**src/rtl/rwcr_queue.sv**
```systemverilog
// Two-entry request queue between front end and back end.
// Depends on nothing but its width parameter.
module rwcr_queue #(
  parameter int unsigned W = 8
) (
  input  logic         clk_i,
  input  logic         rst_ni,
  input  logic         push_valid_i,
  output logic         push_ready_o,
  input  logic [W-1:0] push_data_i,
  output logic         pop_valid_o,
  input  logic         pop_ready_i,
  output logic [W-1:0] pop_data_o
);

  logic [W-1:0] slot_q [2];
  logic wr_ptr_q, rd_ptr_q;
  logic [1:0] count_q;
  logic do_push, do_pop;

  assign push_ready_o = (count_q != 2'd2);
  assign pop_valid_o  = (count_q != 2'd0);
  assign pop_data_o   = slot_q[rd_ptr_q];
  assign do_push      = push_valid_i & push_ready_o;
  assign do_pop       = pop_valid_o & pop_ready_i;

  always_ff @(posedge clk_i) begin
    if (do_push) begin
      slot_q[wr_ptr_q] <= push_data_i;
    end
  end

  always_ff @(posedge clk_i or negedge rst_ni) begin
    if (!rst_ni) begin
      wr_ptr_q <= 1'b0;
      rd_ptr_q <= 1'b0;
      count_q  <= 2'd0;
    end else begin
      if (do_push) begin
        wr_ptr_q <= ~wr_ptr_q;
      end
      if (do_pop) begin
        rd_ptr_q <= ~rd_ptr_q;
      end
      count_q <= count_q + 2'(do_push) - 2'(do_pop);
    end
  end

endmodule

```
**config.mk**
```make
export PLATFORM = sky130hd
export DESIGN_NAME = rwcr_queue
export DESIGN_NICKNAME = d
export VERILOG_FILES = /design/src/rtl/rwcr_queue.sv
export SDC_FILE = /design/constraint.sdc
export NUM_CORES = 1
export LEC_CHECK = 0
export ABC_AREA = 0
export CORE_UTILIZATION = 46
export CTS_CLUSTER_DIAMETER = 40
export CTS_CLUSTER_SIZE = 25
export DETAILED_ROUTE_END_ITERATION = 7
export DONT_BUFFER_PORTS = 1
export PLACE_DENSITY = 0.63
export SLEW_MARGIN = 20
export SYNTH_ARGS = -nofsm -noshare
export SYNTH_HDL_FRONTEND = slang
export SYNTH_SLANG_ARGS = --single-unit
```
**constraint.sdc**
```tcl
create_clock -name clk_i -period 1.6 [get_ports clk_i]
set_input_delay 0.08 -clock clk_i [delete_from_list [all_inputs] [get_ports clk_i]]
set_output_delay 0.08 -clock clk_i [all_outputs]
set_load 0.1 [all_outputs]
```
Word level (Yosys, flattened, before mapping)
Memories as Yosys holds them, arrays and structs flattened.
Cells that the tools add are included.
{ "totals": {"regBits": 4, "ramBits": 16, "out_inout_bits": 10, "elab_cells": 14, "mem_count": 1} }
{ "classes": {"add_sub_neg": 2, "eq_ne": 1, "n_mux": 2, "n_bitwise": 4, "reduce_logical": 1} }
{ "memory_table": {"columns": ["memory", "words", "width", "rd", "rd_clocked_by_memory_dff", "wr", "line_no", "text"], "rows": [
  ["slot_q", 2, 8, 1, 0, 1, "16", "logic [W-1:0] slot_q [2];"]
]} }
{ "op_table": {"columns": ["op", "n"], "rows": [
  ["$add A2 B1 Y2", 1],
  ["$and A1 B1 Y1", 2],
  ["$mux W1", 2],
  ["$ne A2 B2 Y1 const B", 1],
  ["$not A1 Y1", 2],
  ["$reduce_bool A2 Y1", 1],
  ["$sub A2 B1 Y2", 1]
]} }

Logic depth before layout (Yosys ltp)
{ "depth": {"ltp_word": 4, "mapped_depth": 7, "mapped_depth_nobuf": 7} }

Least setup slack after synthesis
OpenSTA, ideal clock, no wires.
{ "synth_path": {"path_kind": "flip-flop to flip-flop", "start": "reg count_q[0]", "end": "reg count_q[1]", "setup_ns": 0.123, "arrival_time_ns": 2.144, "slack_ns": -0.666, "path_stages_with_launch": 8, "n_path_buf": 0, "period_less_slack_ns": 2.266, "cell_sequence": "dfrtp_1 > nand2b_1 > nand2_1 > ha_1 > inv_1 > ha_1 > xnor2_1 > xnor2_1"} }
{ "synth_via": {"elab_chain_len": 4, "elab_cells_between_ends": 6, "classes_between": "2 x add/sub; 1 x eq/ne; 2 x bitwise; 1 x reduce/logical"} }
{ "synth_lines": {"columns": ["item", "line_no", "text"], "rows": [
  ["start, declared", "18", "logic [1:0] count_q;"],
  ["start signal, assigned", "45", "count_q <= count_q + 2'(do_push) - 2'(do_pop);"],
  ["$ne A2 B2 Y1", "21", "assign push_ready_o = (count_q != 2'd2);"],
  ["net push_ready_o", "9", "output logic push_ready_o,"],
  ["$and A1 B1 Y1", "24", "assign do_push = push_valid_i & push_ready_o;"],
  ["$add A2 B1 Y2", "45", null],
  ["$sub A2 B1 Y2", "45", null]
]} }
The timed path passes the listed nets, and every way through them passes these cells.
A chain may end at the register's enable or synchronous reset.

Worst setup path in the final report
{ "layout_path": {"start": "reg count_q[0]", "end": "reg count_q[1]"} }
{ "layout_via": {"elab_cells_between_ends": 6, "classes_between": "2 x add/sub; 1 x eq/ne; 2 x bitwise; 1 x reduce/logical"} }
{ "layout_lines": {"columns": ["item", "line_no", "text"], "rows": [
  ["$reduce_bool A2 Y1", "22", "assign pop_valid_o = (count_q != 2'd0);"],
  ["$and A1 B1 Y1", "25", "assign do_pop = pop_valid_o & pop_ready_i;"],
  ["net do_pop", "19", "logic do_push, do_pop;"],
  ["$sub A2 B1 Y2", "45", null]
]} }
The timed path passes the listed nets, and every way through them passes these cells.

==> impl_metrics.yaml <==
outcome:
  status: "finished with violations"
  failed_checks: "negative setup slack"
drt:
  first_pass_iters: 4
  ant_nets: 0
  drc: 0
  drt-total-wl_mm: 1.41
  avgRoutedWirePerCell_um: 15.5
  via_count: 456
  viasPerCell: 5.01
  drt_iter0_drc: 4
worst_setup_path:
  worstSetupStartpointType: "flop"
  critPathMaxFanout: 3
  cp-end-kind: "flop"
  rr_endpoint: "count_q[1]"
  arrival_ns: 1.81
  cp_slowest_cell: "dfrtp_1"
  worstReg2RegStart: "count_q[0]"
  crit_top_cell: "ha_4"
  cpPeakStageDelay_ns: 0.41
  crit_type: "flop to flop"
  cp.required_ns: 1.79
  crit_chain: "or2_4 -> and2_4 -> ha_4 -> inv_2 -> ha_4 -> xnor2_2 -> xnor2_1"
  reg2reg_depth: 7
  reg2reg_slack_ns: -0.02
floorplanning:
  dieArea_um2: 1850
  core_um2: 1540
  die-height_um: 43.0
  die_w_um: 43.0
  ios: 22
  start_util_pct: 50.2
  row_count: 14
finish:
  finalNonFillerCells: 91
  drive_gt1_share_pct: 44.0
  fin_nets: 90
  area_growth_pct: 44.8
  antenna_cells: 0
  fillers: 106
global_route:
  globalRouteTotalUtil_pct: 17.6
  grt_pass1_wl_mm: 2.23
  grt_overflow_total: 0
  grt_max_degree: 12
  antenna_found_initial: 0
  grt_pass1_vias: 494
sta:
  fin_crit_sh_pct: 101
  worst_slew_pin_slew_ns: 0.285
  relSlewSlack_pct: 81.2
  timing.fmax_mhz: 618
  worst_slack_ns: -0.0189
  finalMaxSlewViolations: 0
  finalSetupViolations: 1
  timing.hold.ws_ns: 0.0466
  min_period_ns: 1.62
  rsz0062_at_grt: "yes"
  final.setup_skew_ns: 0.00383
  hold_viol: 0
clocking:
  numCtsBuffers: 3
  clk_latency_ns: 0.29
  clock-sinks: 20
  clkTransAtPathRegs_ns: 0.10
  htree_levels: 1
  clk_path_buf_depth: 2
  cts_tree: "done"
  cts-root-buf: "clkbuf_4"
synthesis:
  syn_area_um2: 774
  synthDistinctLibCells: 14
  avgSynthCellArea_um2: 18.4
  synth-seq-cells: 20
  syn-num-nets: 56
  yosys_warnings: 0
  yosysSeqAreaShare_pct: 75.0
  synthCells: 42
hold_path:
  hold_path.class: "input port to asynchronous set/reset pin"
place:
  routabilityCongestion: 0.684
  port_buffers: 0
  dp_hpwl_mm: 1.02
  dpl.cell_count: 74
flow_run:
  cap_violations: 0
[cell type report]
| class | count | area [µm²] | share of cell area (%) |
|---|---|---|---|
| repair buffers | 30 | 251 | 22.4 |
| clock buffers | 4 | 36.3 | 3.24 |
| well taps | 16 | 20.0 | 1.79 |
| flip-flops and latches | 20 | 582 | 51.9 |
| inverters | 1 | 3.75 | 0.335 |
| multi-input cells | 20 | 228 | 20.3 |
[synthesized netlist by cell type]
library cell   n  share of area, %
inv_1          1              0.48
ha_1           2               3.2
edfxtp_1      16                62
nand2_1        1              0.48
nand2b_1       1              0.81
mux2_1         8                12
and3_1         1              0.81
or2_1          1              0.81
and2_4         1               1.1
nor2_1         1              0.48
buf_2          1              0.65
xnor2_1        3               3.4
dfrtp_1        4                13
xor2_1         1               1.1
[metrics by stage]
| stage | TNS, ns | setup slack (ns) | utilization (%) | instance area [µm²] |
|---|---|---|---|---|
| after CTS | -0.0380 | -0.0380 | 71.9 | 1110 |
| after global placement | -0.00950 | -0.00950 | 62.3 | 960 |
| after detailed placement | -0.214 | -0.0878 | 62.3 | 960 |
| final | -0.0189 | -0.0189 | 72.7 | 1120 |
| after floorplan | -0.968 | -0.188 | - | 817 |
| after global routing | -0.0671 | -0.0671 | 72.7 | 1120 |
[layout by cell type (no fill, tap or decap)]
cell	instances
nand2_1	1
buf_4	20
dfrtp_2	1
edfxtp_1	16
xor2_1	1
clkbuf_4	3
xnor2_1	2
buf_6	1
or2_4	1
inv_2	1
xnor2_2	1
and3_1	1
mux2_1	8
nor2_1	1
dfrtp_1	3
dlygate4sd3_1	9
ha_4	2
clkbuf_8	1
nand2b_4	1
and2_4	1
[state kept, by name, summed over array words and instances, names as in the netlist]
register and cells:
rd_ptr_q 1, count_q 2, slot_q 16, wr_ptr_q 1
[worst max-delay path: cells and delay by family, from the launching register on]
family	cells	cell delay (ns)
buf+inv	1	0.04
fa+ha+maj	2	0.41
simple gates	2	0.41
xor+xnor	2	0.26
flops	1	0.41
[cells by family after synthesis]
group | count (synthesis) | synth area share [%]
flops | 20 | 75.0
mux | 8 | 11.6
simple gates | 6 | 4.52
xor+xnor | 4 | 4.52
buf+inv | 2 | 1.13
fa+ha+maj | 2 | 3.23
[per-layer routing]
metal	share of wire [%]	vias to the layer above	GRT usage, %
met5	0	-	0
met4	0	0	3.64
met3	5.9	0	6.38
met2	59	19	33.6
met1	35	218	18.2
li1	-	219	-
[how the worst max path moves through the flow]
stage               depth (start not counted)          to        from  slack [ns]
floorplan                                   7  count_q[1]  count_q[1]       -0.19
global placement                            7  count_q[1]  count_q[0]       -0.01
detailed placement                          7  count_q[1]  count_q[0]       -0.09
CTS                                         7  count_q[1]  count_q[0]       -0.04
global route                                7  count_q[1]  count_q[0]       -0.07
finish                                      7  count_q[1]  count_q[0]       -0.02
[repair_timing]
item / CTS / global route
hold buffers: 9 / 0
setup buffers: 3 / 1
hold endpoints to repair: 20 / 0
resized for setup: 0 / 2
pin swaps: 2 / 0
setup endpoints to repair: 9 / 17
Power is not shown: default switching activity piles up to over one toggle a cycle in this logic, so the estimate is an artifact.
