**src/rtl/rwcr_pkg.sv**
```systemverilog
// Shared types, codes and constants for the recordable wavetable cubic reader.
// No dependencies; the front end, back end and top level refer to this package by scoped names.
package rwcr_pkg;

  localparam int unsigned DefTableDepth = 4096;
  localparam int unsigned DefSampleBits = 16;

  localparam logic signed [15:0] GateOnCode  = 16'sd6554;
  localparam logic signed [15:0] GateOffCode = 16'sd327;

  typedef enum logic [2:0] {
    CfgPhaseRange  = 3'd0,
    CfgOutputRange = 3'd1,
    CfgEdgeMode    = 3'd2,
    CfgRecordMode  = 3'd3,
    CfgTableLength = 3'd4
  } cfg_reg_e;

  typedef enum logic [1:0] {
    RangeBipolar10  = 2'd0,
    RangeBipolar5   = 2'd1,
    RangeUnipolar10 = 2'd2
  } range_e;

  typedef enum logic [1:0] {
    EdgeConstant = 2'd0,
    EdgeMirror   = 2'd1,
    EdgePeriodic = 2'd2
  } edge_e;

  typedef enum logic {
    RecordGate   = 1'b0,
    RecordToggle = 1'b1
  } rec_mode_e;

  typedef struct packed {
    logic [1:0]  phase_range;
    logic [1:0]  output_range;
    logic [1:0]  edge_mode;
    logic        record_mode;
    logic [12:0] table_length;
  } cfg_t;

  localparam logic [1:0]  PhaseRangeReset  = 2'd2;
  localparam logic [1:0]  OutputRangeReset = 2'd0;
  localparam logic [1:0]  EdgeModeReset    = 2'd2;
  localparam logic        RecordModeReset  = 1'b0;
  localparam logic [12:0] TableLengthReset = 13'd10;

  // Map a voltage code onto a Q1.16 table position, clamped to 0..65536.
  function automatic logic [16:0] map_q16(input logic signed [15:0] x,
                                          input logic [1:0] mode);
    logic signed [18:0] p;
    p = 19'sd0;
    case (mode)
      RangeBipolar10: p = 19'(x) + 19'sd32768;
      RangeBipolar5:  p = (19'(x) <<< 1) + 19'sd32768;
      default:        p = 19'(x) <<< 1;
    endcase
    if (p < 19'sd0) begin
      map_q16 = 17'd0;
    end else if (p > 19'sd65536) begin
      map_q16 = 17'h10000;
    end else begin
      map_q16 = p[16:0];
    end
  endfunction

endpackage

```
**src/rtl/rwcr_front.sv**
```systemverilog
// Front end: accepts requests, qualifies gate and button, resolves table indices.
// Depends on rwcr_pkg.
module rwcr_front #(
  parameter int unsigned TABLE_DEPTH = rwcr_pkg::DefTableDepth,
  parameter int unsigned SAMPLE_BITS = rwcr_pkg::DefSampleBits,
  localparam int unsigned AW = $clog2(TABLE_DEPTH),
  localparam int unsigned SW = $clog2(TABLE_DEPTH + 1)
) (
  input  logic                    clk_i,
  input  logic                    rst_ni,
  input  rwcr_pkg::cfg_t          cfg_i,
  input  logic [SW-1:0]           size_i,
  input  logic                    clearing_i,
  input  logic                    in_valid_i,
  output logic                    in_ready_o,
  input  logic signed [15:0]      play_position_i,
  input  logic signed [15:0]      record_position_i,
  input  logic signed [15:0]      record_sample_i,
  input  logic signed [15:0]      record_gate_level_i,
  input  logic                    record_button_i,
  output logic                    push_valid_o,
  input  logic                    push_ready_i,
  output logic                    push_rec_o,
  output logic [AW-1:0]           push_rec_idx_o,
  output logic [SAMPLE_BITS-1:0]  push_entry_o,
  output logic [AW-1:0]           push_play_idx_o,
  output logic [16:0]             push_frac_o
);

  localparam int unsigned S  = SAMPLE_BITS;
  localparam int unsigned PW = 17 + SW;

  logic gate_q, gate_d, button_q, rec_q, rec_d, accept;
  logic [16:0] rp, pp, nn;
  logic [PW-1:0] rprod, pprod;
  logic [SW:0] ridx_raw, pidx_raw;
  logic [AW-1:0] ridx, pidx;
  logic [S+16:0] ntmp;
  logic [S:0] ewide;
  logic [PW-1:0] frac_wide;

  assign in_ready_o   = push_ready_i & ~clearing_i;
  assign push_valid_o = in_valid_i & ~clearing_i;
  assign accept       = push_valid_o & push_ready_i;

  always_comb begin
    gate_d = gate_q;
    if (record_gate_level_i >= rwcr_pkg::GateOnCode) begin
      gate_d = 1'b1;
    end else if (record_gate_level_i <= rwcr_pkg::GateOffCode) begin
      gate_d = 1'b0;
    end
    if (cfg_i.record_mode == rwcr_pkg::RecordGate) begin
      rec_d = gate_d | record_button_i;
    end else begin
      rec_d = rec_q ^ ((gate_d & ~gate_q) | (record_button_i & ~button_q));
    end
  end

  // Record and play positions to clamped table indices, play fraction and record entry.
  always_comb begin
    rp = rwcr_pkg::map_q16(record_position_i, cfg_i.phase_range);
    pp = rwcr_pkg::map_q16(play_position_i, cfg_i.phase_range);
    rprod = PW'(rp) * PW'(size_i);
    pprod = PW'(pp) * PW'(size_i);
    ridx_raw = rprod[PW-1:16];
    pidx_raw = pprod[PW-1:16];
    ridx = (ridx_raw >= {1'b0, size_i}) ? AW'(size_i - SW'(1)) : ridx_raw[AW-1:0];
    pidx = (pidx_raw >= {1'b0, size_i}) ? AW'(size_i - SW'(1)) : pidx_raw[AW-1:0];
    frac_wide = pprod - (PW'(pidx) << 16);
    nn = rwcr_pkg::map_q16(record_sample_i, cfg_i.output_range);
    ntmp = {nn, {S{1'b0}}};
    ewide = ntmp[S+16:16];
  end

  assign push_rec_o      = rec_d;
  assign push_rec_idx_o  = ridx;
  assign push_entry_o    = ewide[S] ? {S{1'b1}} : ewide[S-1:0];
  assign push_play_idx_o = pidx;
  assign push_frac_o     = frac_wide[16:0];

  always_ff @(posedge clk_i or negedge rst_ni) begin
    if (!rst_ni) begin
      gate_q   <= 1'b0;
      button_q <= 1'b0;
      rec_q    <= 1'b0;
    end else if (accept) begin
      gate_q   <= gate_d;
      button_q <= record_button_i;
      rec_q    <= rec_d;
    end
  end

endmodule

```
**config.mk**
```make
export PLATFORM = sky130hd
export DESIGN_NAME = rwcr_front
export DESIGN_NICKNAME = d
export VERILOG_FILES = /design/src/rtl/rwcr_pkg.sv /design/src/rtl/rwcr_front.sv
export SDC_FILE = /design/constraint.sdc
export NUM_CORES = 1
export LEC_CHECK = 0
export ABC_AREA = 1
export ABC_CLOCK_PERIOD_IN_PS = 13300
export BUFFER_PORTS_ARGS = -buffer_cell sky130_fd_sc_hd__buf_2
export CAP_MARGIN = 30
export CORE_ASPECT_RATIO = 1.75
export CORE_MARGIN = 1.5
export CORE_UTILIZATION = 50
export DETAILED_ROUTE_END_ITERATION = 6
export PLACE_DENSITY = 0.77
export SKIP_CTS_REPAIR_TIMING = 1
export SYNTH_ARGS = -nofsm -noshare
export SYNTH_HDL_FRONTEND = slang
export SYNTH_SLANG_ARGS = --single-unit
```
**constraint.sdc**
```tcl
create_clock -name clk_i -period 13.3 [get_ports clk_i]
set_input_delay 1.995 -clock clk_i [delete_from_list [all_inputs] [get_ports clk_i]]
set_output_delay 1.995 -clock clk_i [all_outputs]
set_load 0.05 [all_outputs]
```
### Yosys cells after proc, flatten, opt, wreduce, memory -nomap -nowiden

Cells that the tools add are included.

| word-level totals | value |
|---|---|
| flip-flop bits (word level) | 3 |
| bits of input ports | 103 |
| output and inout bits | 60 |
| word-level logic and storage cells | 53 |

| cells by class | value |
|---|---|
| add/sub/neg operators | 8 |
| $mul | 2 |
| magnitude comparators | 10 |
| equality and inequality tests | 2 |
| muxes and demuxes | 15 |
| bitwise gates (word level) | 11 |
| reductions and logical operators | 2 |

Operator list:

| kind | number |
|---|---|
| 19-bit case mux with 2 select lines | 3 |
| 17-bit two-way mux | 6 |
| 17-bit by 13-bit multiplier with 30-bit output | 2 |
| 19-bit by 18-bit greater-than comparator with 1-bit output, second input constant | 3 |
| 19-bit by 1-bit less-than comparator with 1-bit output, second input constant | 3 |
| 16-bit by 17-bit adder with 18-bit output, second input constant | 3 |
| 17-bit by 17-bit adder with 18-bit output, second input constant | 3 |
| 14-bit by 13-bit greater-or-equal comparator with 1-bit output | 2 |
| 12-bit two-way mux | 2 |
| 17-bit subtractor | 1 |
| 16-bit by 14-bit greater-or-equal comparator with 1-bit output, second input constant | 1 |
| 16-bit by 10-bit less-or-equal comparator with 1-bit output, second input constant | 1 |
| 16-bit two-way mux | 1 |
| 12-bit by 1-bit subtractor with 12-bit output, second input constant | 1 |
| 1-bit bitwise AND | 5 |
| 2-bit by 1-bit == test with 1-bit output, second input constant | 2 |
| 2-bit logical NOT | 2 |
| 1-bit two-way mux | 3 |
| 1-bit NOT | 3 |
| 1-bit OR | 2 |
| 1-bit XOR | 1 |

### Longest topological paths before layout

Gate-level depths: netlist of run 1.

| depth | value |
|---|---|
| depth after elaboration | 9 |
| gate-level depth with buffers | 54 |

### Least setup slack after synthesis of run 1

Ideal clock, no wire load.

| timing | value |
|---|---|
| path kind | input -> output |
| from | input port cfg_i[19] (netlist bit) |
| to | output port push_play_idx_o[4] |
| arrival time | 10.396 ns |
| path slack | 0.909 ns |
| stages on the path | 42 |
| cells stage by stage | buf_6 > nor2_8 > buf_6 > buf_2 > mux2i_1 > nor4b_1 > a31oi_1 > nor2_2 > buf_6 > nand2_2 > inv_2 > nand2_1 > fa_1 > inv_1 > fa_1 > fa_1 > fa_1 > inv_1 > [6 not listed] > o211ai_1 > a21oi_1 > o21ai_0 > xnor2_1 > inv_1 > ha_1 > nand2_1 > nor2_1 > o21ai_0 > o2111ai_1 > a21oi_1 > nor2_1 > o21bai_1 > nand2_1 > a21oi_1 > nand3_1 > clkbuf_1 > o21ai_0 |

| between the ends | value |
|---|---|
| cells in the longest elaborated chain, start to end | 8 |
| elaborated cells on any way between the ends | 10 |
| classes of those cells | 1 x mul; 3 x order compare; 1 x eq/ne; 4 x mux; 1 x reduce/logical |

RTL lines:

| element | line | RTL |
|---|---|---|
| start: declaration | rwcr_front.sv:11 | `input rwcr_pkg::cfg_t cfg_i,` |
| 2-bit by 1-bit == test with 1-bit output or 2-bit logical NOT (tied branches) | rwcr_pkg.sv:55 | `case (mode)` |
| 19-bit case mux with 2 select lines (*) | rwcr_pkg.sv:55 |  |
| 19-bit by 18-bit greater-than comparator with 1-bit output | rwcr_pkg.sv:62 | `end else if (p > 19'sd65536) begin` |
| 17-bit two-way mux | rwcr_pkg.sv:62 |  |
| 17-bit two-way mux (*) | rwcr_pkg.sv:60 | `if (p < 19'sd0) begin` |
| 17-bit by 13-bit multiplier with 30-bit output (*) | rwcr_front.sv:65 | `pprod = PW'(pp) * PW'(size_i);` |
| 14-bit by 13-bit greater-or-equal comparator with 1-bit output | rwcr_front.sv:69 | `pidx = (pidx_raw >= {1'b0, size_i}) ? AW'(size_i - SW'(1)) : pidx_raw[AW-1:0];` |
| 12-bit two-way mux (*) | rwcr_front.sv:69 |  |
| end: declaration | rwcr_front.sv:26 | `output logic [AW-1:0] push_play_idx_o,` |

Every way passes the cells marked *; elsewhere a longest branch is shown, timed or not.

### Final worst setup path of run 1

| timing | value |
|---|---|
| from | input port cfg_i[18] (netlist bit) |
| to | output port push_rec_idx_o[7] |

| between the ends | value |
|---|---|
| cells in the longest elaborated chain, start to end | 8 |
| elaborated cells on any way between the ends | 10 |
| classes of those cells | 1 x mul; 3 x order compare; 1 x eq/ne; 4 x mux; 1 x reduce/logical |

RTL lines:

| element | line | RTL |
|---|---|---|
| 2-bit by 1-bit == test with 1-bit output or 2-bit logical NOT (tied branches) | rwcr_pkg.sv:55 |  |
| 19-bit case mux with 2 select lines (*) | rwcr_pkg.sv:55 |  |
| 19-bit by 18-bit greater-than comparator with 1-bit output | rwcr_pkg.sv:62 |  |
| 17-bit two-way mux | rwcr_pkg.sv:62 |  |
| 17-bit two-way mux (*) | rwcr_pkg.sv:60 |  |
| 17-bit by 13-bit multiplier with 30-bit output (*) | rwcr_front.sv:64 | `rprod = PW'(rp) * PW'(size_i);` |
| 14-bit by 13-bit greater-or-equal comparator with 1-bit output | rwcr_front.sv:68 | `ridx = (ridx_raw >= {1'b0, size_i}) ? AW'(size_i - SW'(1)) : ridx_raw[AW-1:0];` |
| 12-bit two-way mux (*) | rwcr_front.sv:68 |  |
| end: declaration | rwcr_front.sv:24 | `output logic [AW-1:0] push_rec_idx_o,` |

Marks and branches as above.

==> results of run 1 <==
==> power by group through the flow <==
| stage | clock network [mW] | registers (mW) | logic [mW] |
|---|---|---|---|
| 5_1_grt | 0.0492 | 0.0124 | 3.85 |
| 2_1_floorplan | 0 | 0.0118 | 2.53 |
| 3_5_place_dp | 0 | 0.0123 | 3.40 |
| 3_3_place_gp | 0 | 0.0120 | 3.35 |
| 4_1_cts | 0.0488 | 0.0122 | 3.42 |
| 6_report | 0.0484 | 0.0122 | 3.51 |
==> cell usage after synthesis, types with 3 or more instances <==
| cell | n | area (µm²) |
|---|---|---|
| mux2i_1 | 3 | 30.0 |
| nor2_1 | 296 | 1110 |
| a221oi_1 | 3 | 26.3 |
| dfrtp_1 | 3 | 75.1 |
| o21ai_1 | 7 | 35.0 |
| o21a_1 | 5 | 37.5 |
| nor2_4 | 4 | 45.0 |
| buf_2 | 3 | 15.0 |
| nand4_1 | 11 | 68.8 |
| xor2_1 | 37 | 324 |
| fa_1 | 329 | 6590 |
| nor3_1 | 17 | 85.1 |
| a21oi_1 | 70 | 350 |
| nand3_2 | 3 | 30.0 |
| a21o_1 | 8 | 60.1 |
| nand2_1 | 497 | 1870 |
| buf_6 | 5 | 56.3 |
| clkbuf_1 | 49 | 184 |
| o21ai_0 | 83 | 415 |
| a31oi_1 | 9 | 56.3 |
| ha_1 | 176 | 2200 |
| o21bai_1 | 8 | 60.1 |
| o211ai_1 | 4 | 30.0 |
| inv_1 | 491 | 1840 |
| nand3_1 | 32 | 160 |
| a21boi_0 | 3 | 22.5 |
| inv_2 | 16 | 60.1 |
| buf_1 | 3 | 11.3 |
| nand2_2 | 14 | 87.6 |
| clkinv_1 | 12 | 45.0 |
| xnor2_1 | 9 | 78.8 |
| nor4_1 | 9 | 56.3 |
| or2_2 | 4 | 25.0 |
==> cells by family after synthesis <==
kind of cell	Yosys count
AOI/OAI and AO/OA	211
xor gates and xnor gates	46
adders and majority gates	505
buffers and inverters	581
DFF	3
muxes	3
and+or+nand+nor	896
==> final cells by class <==
cell class | instances | area [µm²]
Fill cell | 3030 | 14300
Multi-Input combinational cell | 1663 | 14100
Inverter | 519 | 1960
Timing Repair Buffer | 203 | 1210
Tap cell | 400 | 500
Clock buffer | 4 | 78.8
Sequential cell | 3 | 75.1
==> flip-flops by register name, summed over array words and instances (netlist names) <==
signal    count
button_q      1
gate_q        1
rec_q         1
==> path summary, 6_finish.rpt <==
kind                                      start                   end  slack, ns  cells after the start
setup / recovery                      cfg_i[18]     push_rec_idx_o[7]       0.28                     40
hold / removal             button_q$_DFFE_PN0P_  button_q$_DFFE_PN0P_       0.51                      2
setup reg to reg             gate_q$_DFFE_PN0P_     rec_q$_DFFE_PN0P_      12.20                      6
hold reg to reg            button_q$_DFFE_PN0P_  button_q$_DFFE_PN0P_       0.51                      2
max in group asynchronous                rst_ni    gate_q$_DFFE_PN0P_      11.62                      1
min in group asynchronous                rst_ni  button_q$_DFFE_PN0P_       1.56                      1
==> routing by layer <==
metal  global-route usage [%]  vias up
met5                        0        -
met4                     30.6        0
met3                     4.68      348
met2                     62.0      765
met1                     29.9     7456
li1                         -     7016
==> placed cells by master, fill, tap and decap left out, drive strengths merged, types with 2 or more instances in the layout <==
| cell type | count |
|---|---|
| clkbuf | 11 |
| nand4 | 11 |
| a21oi | 70 |
| nor3 | 17 |
| clkinv | 10 |
| nor4b | 2 |
| nand2 | 512 |
| ha | 176 |
| and3 | 2 |
| inv | 505 |
| a221oi | 3 |
| nor4 | 9 |
| dfrtp | 3 |
| o211ai | 4 |
| a21boi | 3 |
| nor2 | 304 |
| a211oi | 2 |
| nand3 | 35 |
| mux2i | 3 |
| buf | 196 |
| xor2 | 37 |
| o221a | 2 |
| xnor2 | 9 |
| a31oi | 9 |
| or2 | 4 |
| fa | 329 |
| clkinvlp | 4 |
| a21o | 8 |
| o21bai | 8 |
| o22ai | 2 |
| o21a | 5 |
| o21ai | 90 |
==> critical path, delay by kind of cell <==
family,cells,cell delay (ns)
AOI/OAI and AO/OA,10,2.09
xor gates and xnor gates,1,0.16
adders and majority gates,8,3.66
buffers and inverters,10,1.51
and+or+nand+nor,11,1.57
==> run metrics, run 1 <==
GRT Util Overall 33.0%; final worst-path cycle share 97.9%; Internal 1.13 mW; grt ovf 0; Root Buffer clkbuf_16; dpl ws 0.215 ns; failing checks DRC; VDD IR max 0.000268 V; post-DP HPWL 45700 µm; final setup violation count 0; critical path capture point type primary output; Port Buffers 147; Post-Synth XOR/XNOR Area 2.47%; syn nets 2853; Comb power frac 98.3%; Num CTS Buffers 3; CTS H-tree depth 1; final core occ 55.7%; cell area after layout 0.0179 mm²; sequential area share after synthesis 0.460%; async set or reset register ratio after synthesis 100%; FMAX 0.0768 GHz; WL met1 16200 µm; Sw Ratio 68.4%; core area 0.0322 mm²; layout cell share with drive strength beyond 1 11.2%; total power 3.57 mW; Crit Path Max Fanout 12; Sink Count 3; fin. max-slew vios 0; slowest CP cell fa_1; synthesized area per cell 7.27 µm²; Skew-Pair Late Insertion Delay 0.23 ns; die area 0.0338 mm²; Hold WC Path Type register to register; clock share of power 1.4%; Post-synth top flop dfrtp_1; max cap viols 0; Post-Syn Area 0.0163 mm²; initial core utilization 50.7%; highest metal used met4; EDFF count, synth 0; status complete, but fails checks; Layout area overhead 9.87%; CP arrival 11.02 ns; Seq pwr share 0.3%; routed wire length 54300 µm; DRT iter0 DRCs 929; Routed met2 length 28100 µm; routed vias/inst 5.58; first-pass GRT wire length 85600 µm; I/O Pins 163; adder-cell area share of the yosys netlist 53.8%; mux contribution to synthesized area 0.184%; gpl congestion 1.00; Final nets 3001; CP most frequent cell fa_1; PD cells 199 mW/mm²; Detail Route Antenna Nets 0; simple-gate portion of the synthesized area 22.1%; Die X 140 µm; WL per Instance 19.4 µm; Worst Tran Pin Value 0.958 ns; Slew HR 35.9%; slowest stage delay, CP 0.71 ns; largest net degree at the start of global routing 45; metal3 WL 3590 µm; worst hold slack 0.506 ns; #FFs+latches synth 3; initial antenna violation count 0; DP Cell Count 2779; clk_skew 0.00214 ns; Setup Total Neg Slack 0 ns; Synth Instances 2245; CTS tree built; clock transition at the registers of the reported paths 0.03 ns; Pre-antenna DRT Iters 7; count of cell types in the netlist 49; Hold Fails Final Rpt 0; Critical Path Source Type input port; largest family of logic cells by synthesized area adder cells; ANT cells 0; vias in the first global route 16800; setup ws final 0.284 ns; Max Buffers Root-to-Sink 2; Tmin final 13.02 ns; Net Sw Power 2.44 mW; # DRC 2; crit path kind input port to primary output; Critical Path RT 11.31 ns; Vias 15600; Non-Filler Instances 2792; Ys Warns 0; Rows 87; die height 242 µm; post-synthesis compound-gate area fraction 7.27%; Area after DPL 0.0177 mm²; Leakage 10.2 nW
(Power assumes the default switching activity.)
==> inputs of run 2 (changes only) <==
PLACE_DENSITY = 0.69   (was 0.77)
==> run 2 against run 1 <==
Net effect:
- the run still ends with DRC left
- fmax up 1.9%
- global-route usage down 0.38 points
- clock power down 0.8%
- cell area down 0.57%
- largest cell class unchanged
- sequential share of layout area about the same
==> run metrics, run 2 (synthesis results as in run 1) <==
status complete, but fails checks (unchanged); failing checks DRC (unchanged); biggest regs button_q x1, gate_q x1, rec_q x1 (unchanged); grt ovf 0 (unchanged); Pre-antenna DRT Iters 7 (unchanged); gpl congestion 0.951 (was 1.00); core area 0.0322 mm² (unchanged); Non-Filler Instances 2781 (was 2792); CP arrival 10.78 ns (was 11.02 ns); initial antenna violation count 2 (was 0); vias in the first global route 16500 (was 16800); post-DP HPWL 44900 µm (was 45700 µm); Critical Path RT 11.31 ns (about the same); clock share of power 1.3% (was 1.4%); largest net degree at the start of global routing 45 (unchanged); clock transition at the registers of the reported paths 0.03 ns (about the same); Crit Path Max Fanout 13 (was 12); final worst-path cycle share 96.0% (was 97.9%); Layout area overhead 9.24% (was 9.87%); Num CTS Buffers 3 (unchanged); crit path kind input port to primary output (unchanged); CTS H-tree depth 1 (unchanged); Skew-Pair Late Insertion Delay 0.23 ns (about the same); routed wire length 53400 µm (was 54300 µm); routed vias/inst 5.53 (was 5.58); Worst Tran Pin Value 0.844 ns (was 0.958 ns); layout cell share with drive strength beyond 1 10.7% (was 11.2%); Critical Path Source Type input port (unchanged); worst hold slack 0.512 ns (was 0.506 ns); Root Buffer clkbuf_16 (unchanged); Comb power frac 98.3% (about the same); die height 242 µm (unchanged); PD cells 204 mW/mm² (was 199 mW/mm²); clk_skew 0.00314 ns (was 0.00214 ns); Setup Total Neg Slack 0 ns (unchanged); Max Buffers Root-to-Sink 2 (unchanged); max cap viols 0 (unchanged); final setup violation count 0 (unchanged); fill cell count 3171 (was 3030); commonest non-fill, non-tap cell in the layout nand2_1 (unchanged); Critical path origin cfg_i[18] (unchanged); most frequent cells in the layout nand2_1, inv_1, fa_1 (unchanged); die area 0.0338 mm² (unchanged); I/O Pins 163 (unchanged); Seq pwr share 0.3% (about the same); GRT Util Overall 32.6% (was 33.0%); r2r startpoint gate_q$_DFFE_PN0P_ (unchanged); DP Cell Count 2770 (was 2779); initial core utilization 50.7% (unchanged); VDD IR max 0.000322 V (was 0.000268 V); Slew HR 43.8% (was 35.9%); Hold Fails Final Rpt 0 (unchanged); FMAX 0.0783 GHz (was 0.0768 GHz); DRT iter0 DRCs 845 (was 929); Port Buffers 147 (unchanged); Tmin final 12.77 ns (was 13.02 ns); CTS tree built (unchanged); footprint of the multi-input gates 0.0141 mm² (about the same); CP most frequent cell inv_1 (was fa_1); Sw Ratio 68.6% (was 68.4%); slowest stage delay, CP 0.55 ns (was 0.71 ns); Storage cell area 75.1 µm² (unchanged); Reg2Reg Setup Slack 12.20 ns (about the same); Internal 1.14 mW (was 1.13 mW); Rows 87 (unchanged); first-pass GRT wire length 85000 µm (was 85600 µm); Leakage 10.1 nW (was 10.2 nW); Hold WC Path Type register to register (unchanged); hold path startpoint button_q$_DFFE_PN0P_ (unchanged); Vias 15400 (was 15600); Net Sw Power 2.50 mW (was 2.44 mW); Detail Route Antenna Nets 0 (unchanged); Final nets 2988 (was 3001); Sink Count 3 (unchanged); slowest CP cell fa_1 (unchanged); critical path capture point type primary output (unchanged); # DRC 26 (was 2); WL per Instance 19.2 µm (was 19.4 µm); fin. max-slew vios 0 (unchanged); Die X 140 µm (unchanged)
## run 2: worst paths after layout
path | end | cells after the start
max in group asynchronous | gate_q$_DFFE_PN0P_ | 1
worst min register to register | button_q$_DFFE_PN0P_ | 2
worst max-delay path | push_play_idx_o[7] | 46
min in group asynchronous | rec_q$_DFFE_PN0P_ | 1
worst min-delay path | button_q$_DFFE_PN0P_ | 2
worst max register to register | rec_q$_DFFE_PN0P_ | 6
## run 2: stage by stage
step / utilization (%) / power [mW] / cell area [µm²] / setup slack [ns]
finish: 55.4 / 3.64 / 17800 / 0.528
global route: 55.4 / 4.01 / 17800 / -0.123
CTS: 55.0 / 3.56 / 17700 / 0.259
detailed placement: 54.7 / 3.49 / 17600 / 0.288
global placement: 54.5 / 3.43 / 17600 / 0.396
floorplan: - / 2.54 / 16300 / 0.909
## run 2: cell type report
class | count | area share (%)
repair buffers | 190 | 6.26
diodes | 2 | 0.0281
multi-input cells | 1663 | 79.1
clock buffers | 4 | 0.442
flip-flops and latches | 3 | 0.421
well taps | 400 | 2.81
inverters | 519 | 11.0
## run 2: power groups by stage
stage / Combinational (mW) / Sequential (mW) / Clock [mW]
2_1_floorplan: 2.53 / 0.0118 / 0
3_3_place_gp: 3.42 / 0.0120 / 0
3_5_place_dp: 3.48 / 0.0122 / 0
4_1_cts: 3.50 / 0.0121 / 0.0486
5_1_grt: 3.95 / 0.0123 / 0.0490
6_report: 3.58 / 0.0122 / 0.0480
## run 2: worst max-delay path, delay by kind of cell
kind / cells / cell delay, ns
adder cells (fa/ha/maj): 8 / 3.48
AND/OR/NAND/NOR: 14 / 1.77
XOR/XNOR: 1 / 0.20
buffers and inverters: 12 / 1.51
AO/OA/AOI/OAI: 11 / 1.81
## run 2: metal layers
metal,vias up,routed length (µm),GRT usage (%)
li1,6980,-,-
met1,7473,16400,31.1
met2,639,28400,61.4
met3,277,2870,3.48
met4,0,5640,27.9
met5,-,0,0
==> inputs of run 3 (changes only) <==
ABC_AREA = not set   (was 1)
BUFFER_PORTS_ARGS = not set   (was -buffer_cell sky130_fd_sc_hd__buf_2)
DONT_BUFFER_PORTS = 1   (was not set)
PLACE_DENSITY = not set   (was 0.69)
==> run 3 against run 2 <==
Net effect:
- the run now ends clean
- synthesized cell count fell by 15%
- sequential share of layout area barely moved
- via count fell by 16%
- utilization fell by 1.8 points
- register-to-register slack got worse by 0.87 ns
- die area fell by 2.7%
==> run metrics, run 3 <==
cell taking the most area after synthesis fa_1 (unchanged); Post-synth top flop dfrtp_1 (unchanged); CP arrival 10.78 ns (about the same); most frequent cells in the layout inv_1, fa_1, nand2_1 (was nand2_1, inv_1, fa_1); critical path capture point type primary output (unchanged); VDD IR max 0.000742 V (was 0.000322 V); Hold WC Path Type register to register (unchanged); Ys Warns 0 (unchanged); EDFF count, synth 0 (unchanged); Area contributors post-synth fa_1, ha_1, inv_1 (was fa_1, ha_1, nand2_1); routed vias/inst 5.58 (was 5.53); global route hottest layer met2 (unchanged); Die X 138 µm (was 140 µm); Crit Path Max Fanout 25 (was 13); Port Buffers 0 (was 147); Layout area overhead 5.92% (was 9.24%); met1 Use GR 32.0% (was 31.1%); max cap viols 0 (unchanged); initial core utilization 50.6% (was 50.7%); first-pass GRT wire length 70500 µm (was 85000 µm); syn nets 2527 (was 2853); Synth top area share 41.5% (was 40.3%); GR Layer Usage met2 51.8% (was 61.4%); sequential area share after synthesis 0.473% (was 0.460%); slowest stage delay, CP 0.53 ns (was 0.55 ns); RSZ-0062 raised after global routing no; Post-Syn Area 0.0159 mm² (was 0.0163 mm²); commonest non-fill, non-tap cell in the layout inv_1 (was nand2_1); Critical Path Source Type input port (unchanged); largest net degree at the start of global routing 39 (was 45); count of cell types in the netlist 63 (was 49); gpl congestion 0.882 (was 0.951); die area 0.0329 mm² (was 0.0338 mm²); Final nets 2526 (was 2988); biggest regs button_q x1, gate_q x1, rec_q x1 (unchanged); clock transition at the registers of the reported paths 0.03 ns (about the same); CTS H-tree depth 1 (unchanged); post-DP HPWL 35400 µm (was 44900 µm); # DRC 0 (was 26); Slew HR 31.8% (was 43.8%); FMAX 0.0783 GHz (about the same); synthesized area per cell 8.28 µm² (was 7.27 µm²); DRT iter0 DRCs 589 (was 845); Worst Tran Pin Value 1.02 ns (was 0.844 ns); final setup violation count 0 (unchanged); fin. max-slew vios 0 (unchanged); core area 0.0314 mm² (was 0.0322 mm²); Net Sw Power 2.02 mW (was 2.50 mW); status finished clean (was complete, but fails checks); Hold Fails Final Rpt 0 (unchanged); #FFs+latches synth 3 (unchanged); dpl ws 0.377 ns (was 0.288 ns); Skew-Pair Late Insertion Delay 0.23 ns (about the same); Detail Route Antenna Nets 0 (unchanged); routed wire length 43600 µm (was 53400 µm); die height 239 µm (was 242 µm); Max Buffers Root-to-Sink 2 (unchanged); final worst-path cycle share 96.1% (was 96.0%); grt ovf 0 (unchanged); Synth Instances 1919 (was 2245); top-count cell post-synth inv_1 (was nand2_1); most frequent cells after synthesis inv_1, fa_1, nand2_1, and2_1, ha_1 (was nand2_1, inv_1, fa_1, nor2_1, ha_1); CTS tree built (unchanged); crit path kind input port to primary output (unchanged); Critical Path RT 11.31 ns (about the same); setup ws final 0.525 ns (was 0.528 ns); Leakage 9.01 nW (was 10.1 nW); grt met3 use 3.48% (about the same); Num CTS Buffers 3 (unchanged); slowest CP cell or4_1 (was fa_1); layout cell share with drive strength beyond 1 6.00% (was 10.7%); Rows 86 (was 87); GRT Util Overall 28.0% (was 32.6%); Reg2Reg Setup Slack 11.33 ns (was 12.20 ns); vias in the first global route 13900 (was 16500); WL per Instance 18.9 µm (was 19.2 µm); PD cells 189 mW/mm² (was 204 mW/mm²); Comb power frac 98.0% (was 98.3%); Seq pwr share 0.4% (was 0.3%); Sink Count 3 (unchanged); Vias 12900 (was 15400); I/O Pins 163 (unchanged); Setup Total Neg Slack 0 ns (unchanged); initial antenna violation count 0 (was 2); Tmin final 12.77 ns (about the same); Pre-antenna DRT Iters 5 (was 7); clock share of power 1.5% (was 1.3%); async set or reset register ratio after synthesis 100% (unchanged); CP most frequent cell fa_1 (was inv_1); Internal 1.15 mW (was 1.14 mW); clk_skew 0.000541 ns (was 0.00314 ns); Root Buffer clkbuf_16 (unchanged); Sw Ratio 63.7% (was 68.6%)
[run 3: worst max-delay path, delay by kind of cell]
family / cells / cell delay (ns)
adder cells (fa/ha/maj): 7 / 3.09
multiplexers: 2 / 0.47
AO/OA/AOI/OAI: 11 / 2.28
buffers and inverters: 9 / 1.18
AND/OR/NAND/NOR: 8 / 1.72
[run 3: layout make-up]
cell class | count | area, µm²
repair buffers | 90 | 697
inverters | 408 | 1530
well taps | 396 | 495
multi-input cells | 1412 | 13900
clock buffers | 4 | 78.8
fillers | 3063 | 14600
flip-flops and latches | 3 | 75.1
diodes | 1 | 2.50
[run 3: power by group through the flow]
stage                     clock network, mW  logic, mW  registers [mW]
after CTS                            0.0490       3.13          0.0141
final                                0.0488       3.11          0.0140
after global placement                    0       3.06          0.0141
after detailed placement                  0       3.11          0.0142
after floorplan                           0       2.26          0.0131
after global routing                 0.0496       3.43          0.0145
[run 3: metrics by stage]
stage	hold WS [ns]	cell area (µm²)	power, mW	util (%)	cells
2_1_floorplan	0.493	15900	2.28	-	1919
3_5_place_dp	0.531	16700	3.12	53.2	2309
5_1_grt	0.564	16800	3.49	53.6	2313
6_report	0.531	16800	3.18	53.6	2314
4_1_cts	0.537	16800	3.19	53.5	2313
3_3_place_gp	0.524	16700	3.07	53.1	2304
[run 3: path summary, 6_finish.rpt]
path	to	cells past startpoint	startpoint
setup / recovery	push_play_idx_o[2]	37	play_position_i[10]
hold / removal	button_q$_DFFE_PN0P_	1	button_q$_DFFE_PN0P_
setup reg to reg	rec_q$_DFFE_PN0P_	8	gate_q$_DFFE_PN0P_
hold reg to reg	button_q$_DFFE_PN0P_	1	button_q$_DFFE_PN0P_
max in group asynchronous	rec_q$_DFFE_PN0P_	0	rst_ni
min in group asynchronous	gate_q$_DFFE_PN0P_	0	rst_ni
[run 3: per-layer routing]
layer	wire length, µm	up-vias
met4	2140	0
li1	-	5848
met1	15400	6515
met5	0	-
met3	2810	108
met2	23300	444
[run 3: logic make-up after synthesis]
logic type / synth area share, %
multiplexers: 2.94
AND/OR/NAND/NOR: 19.1
XOR/XNOR: 2.70
AO/OA/AOI/OAI: 7.58
buffers and inverters: 11.9
flip-flops: 0.473
adder cells (fa/ha/maj): 55.3
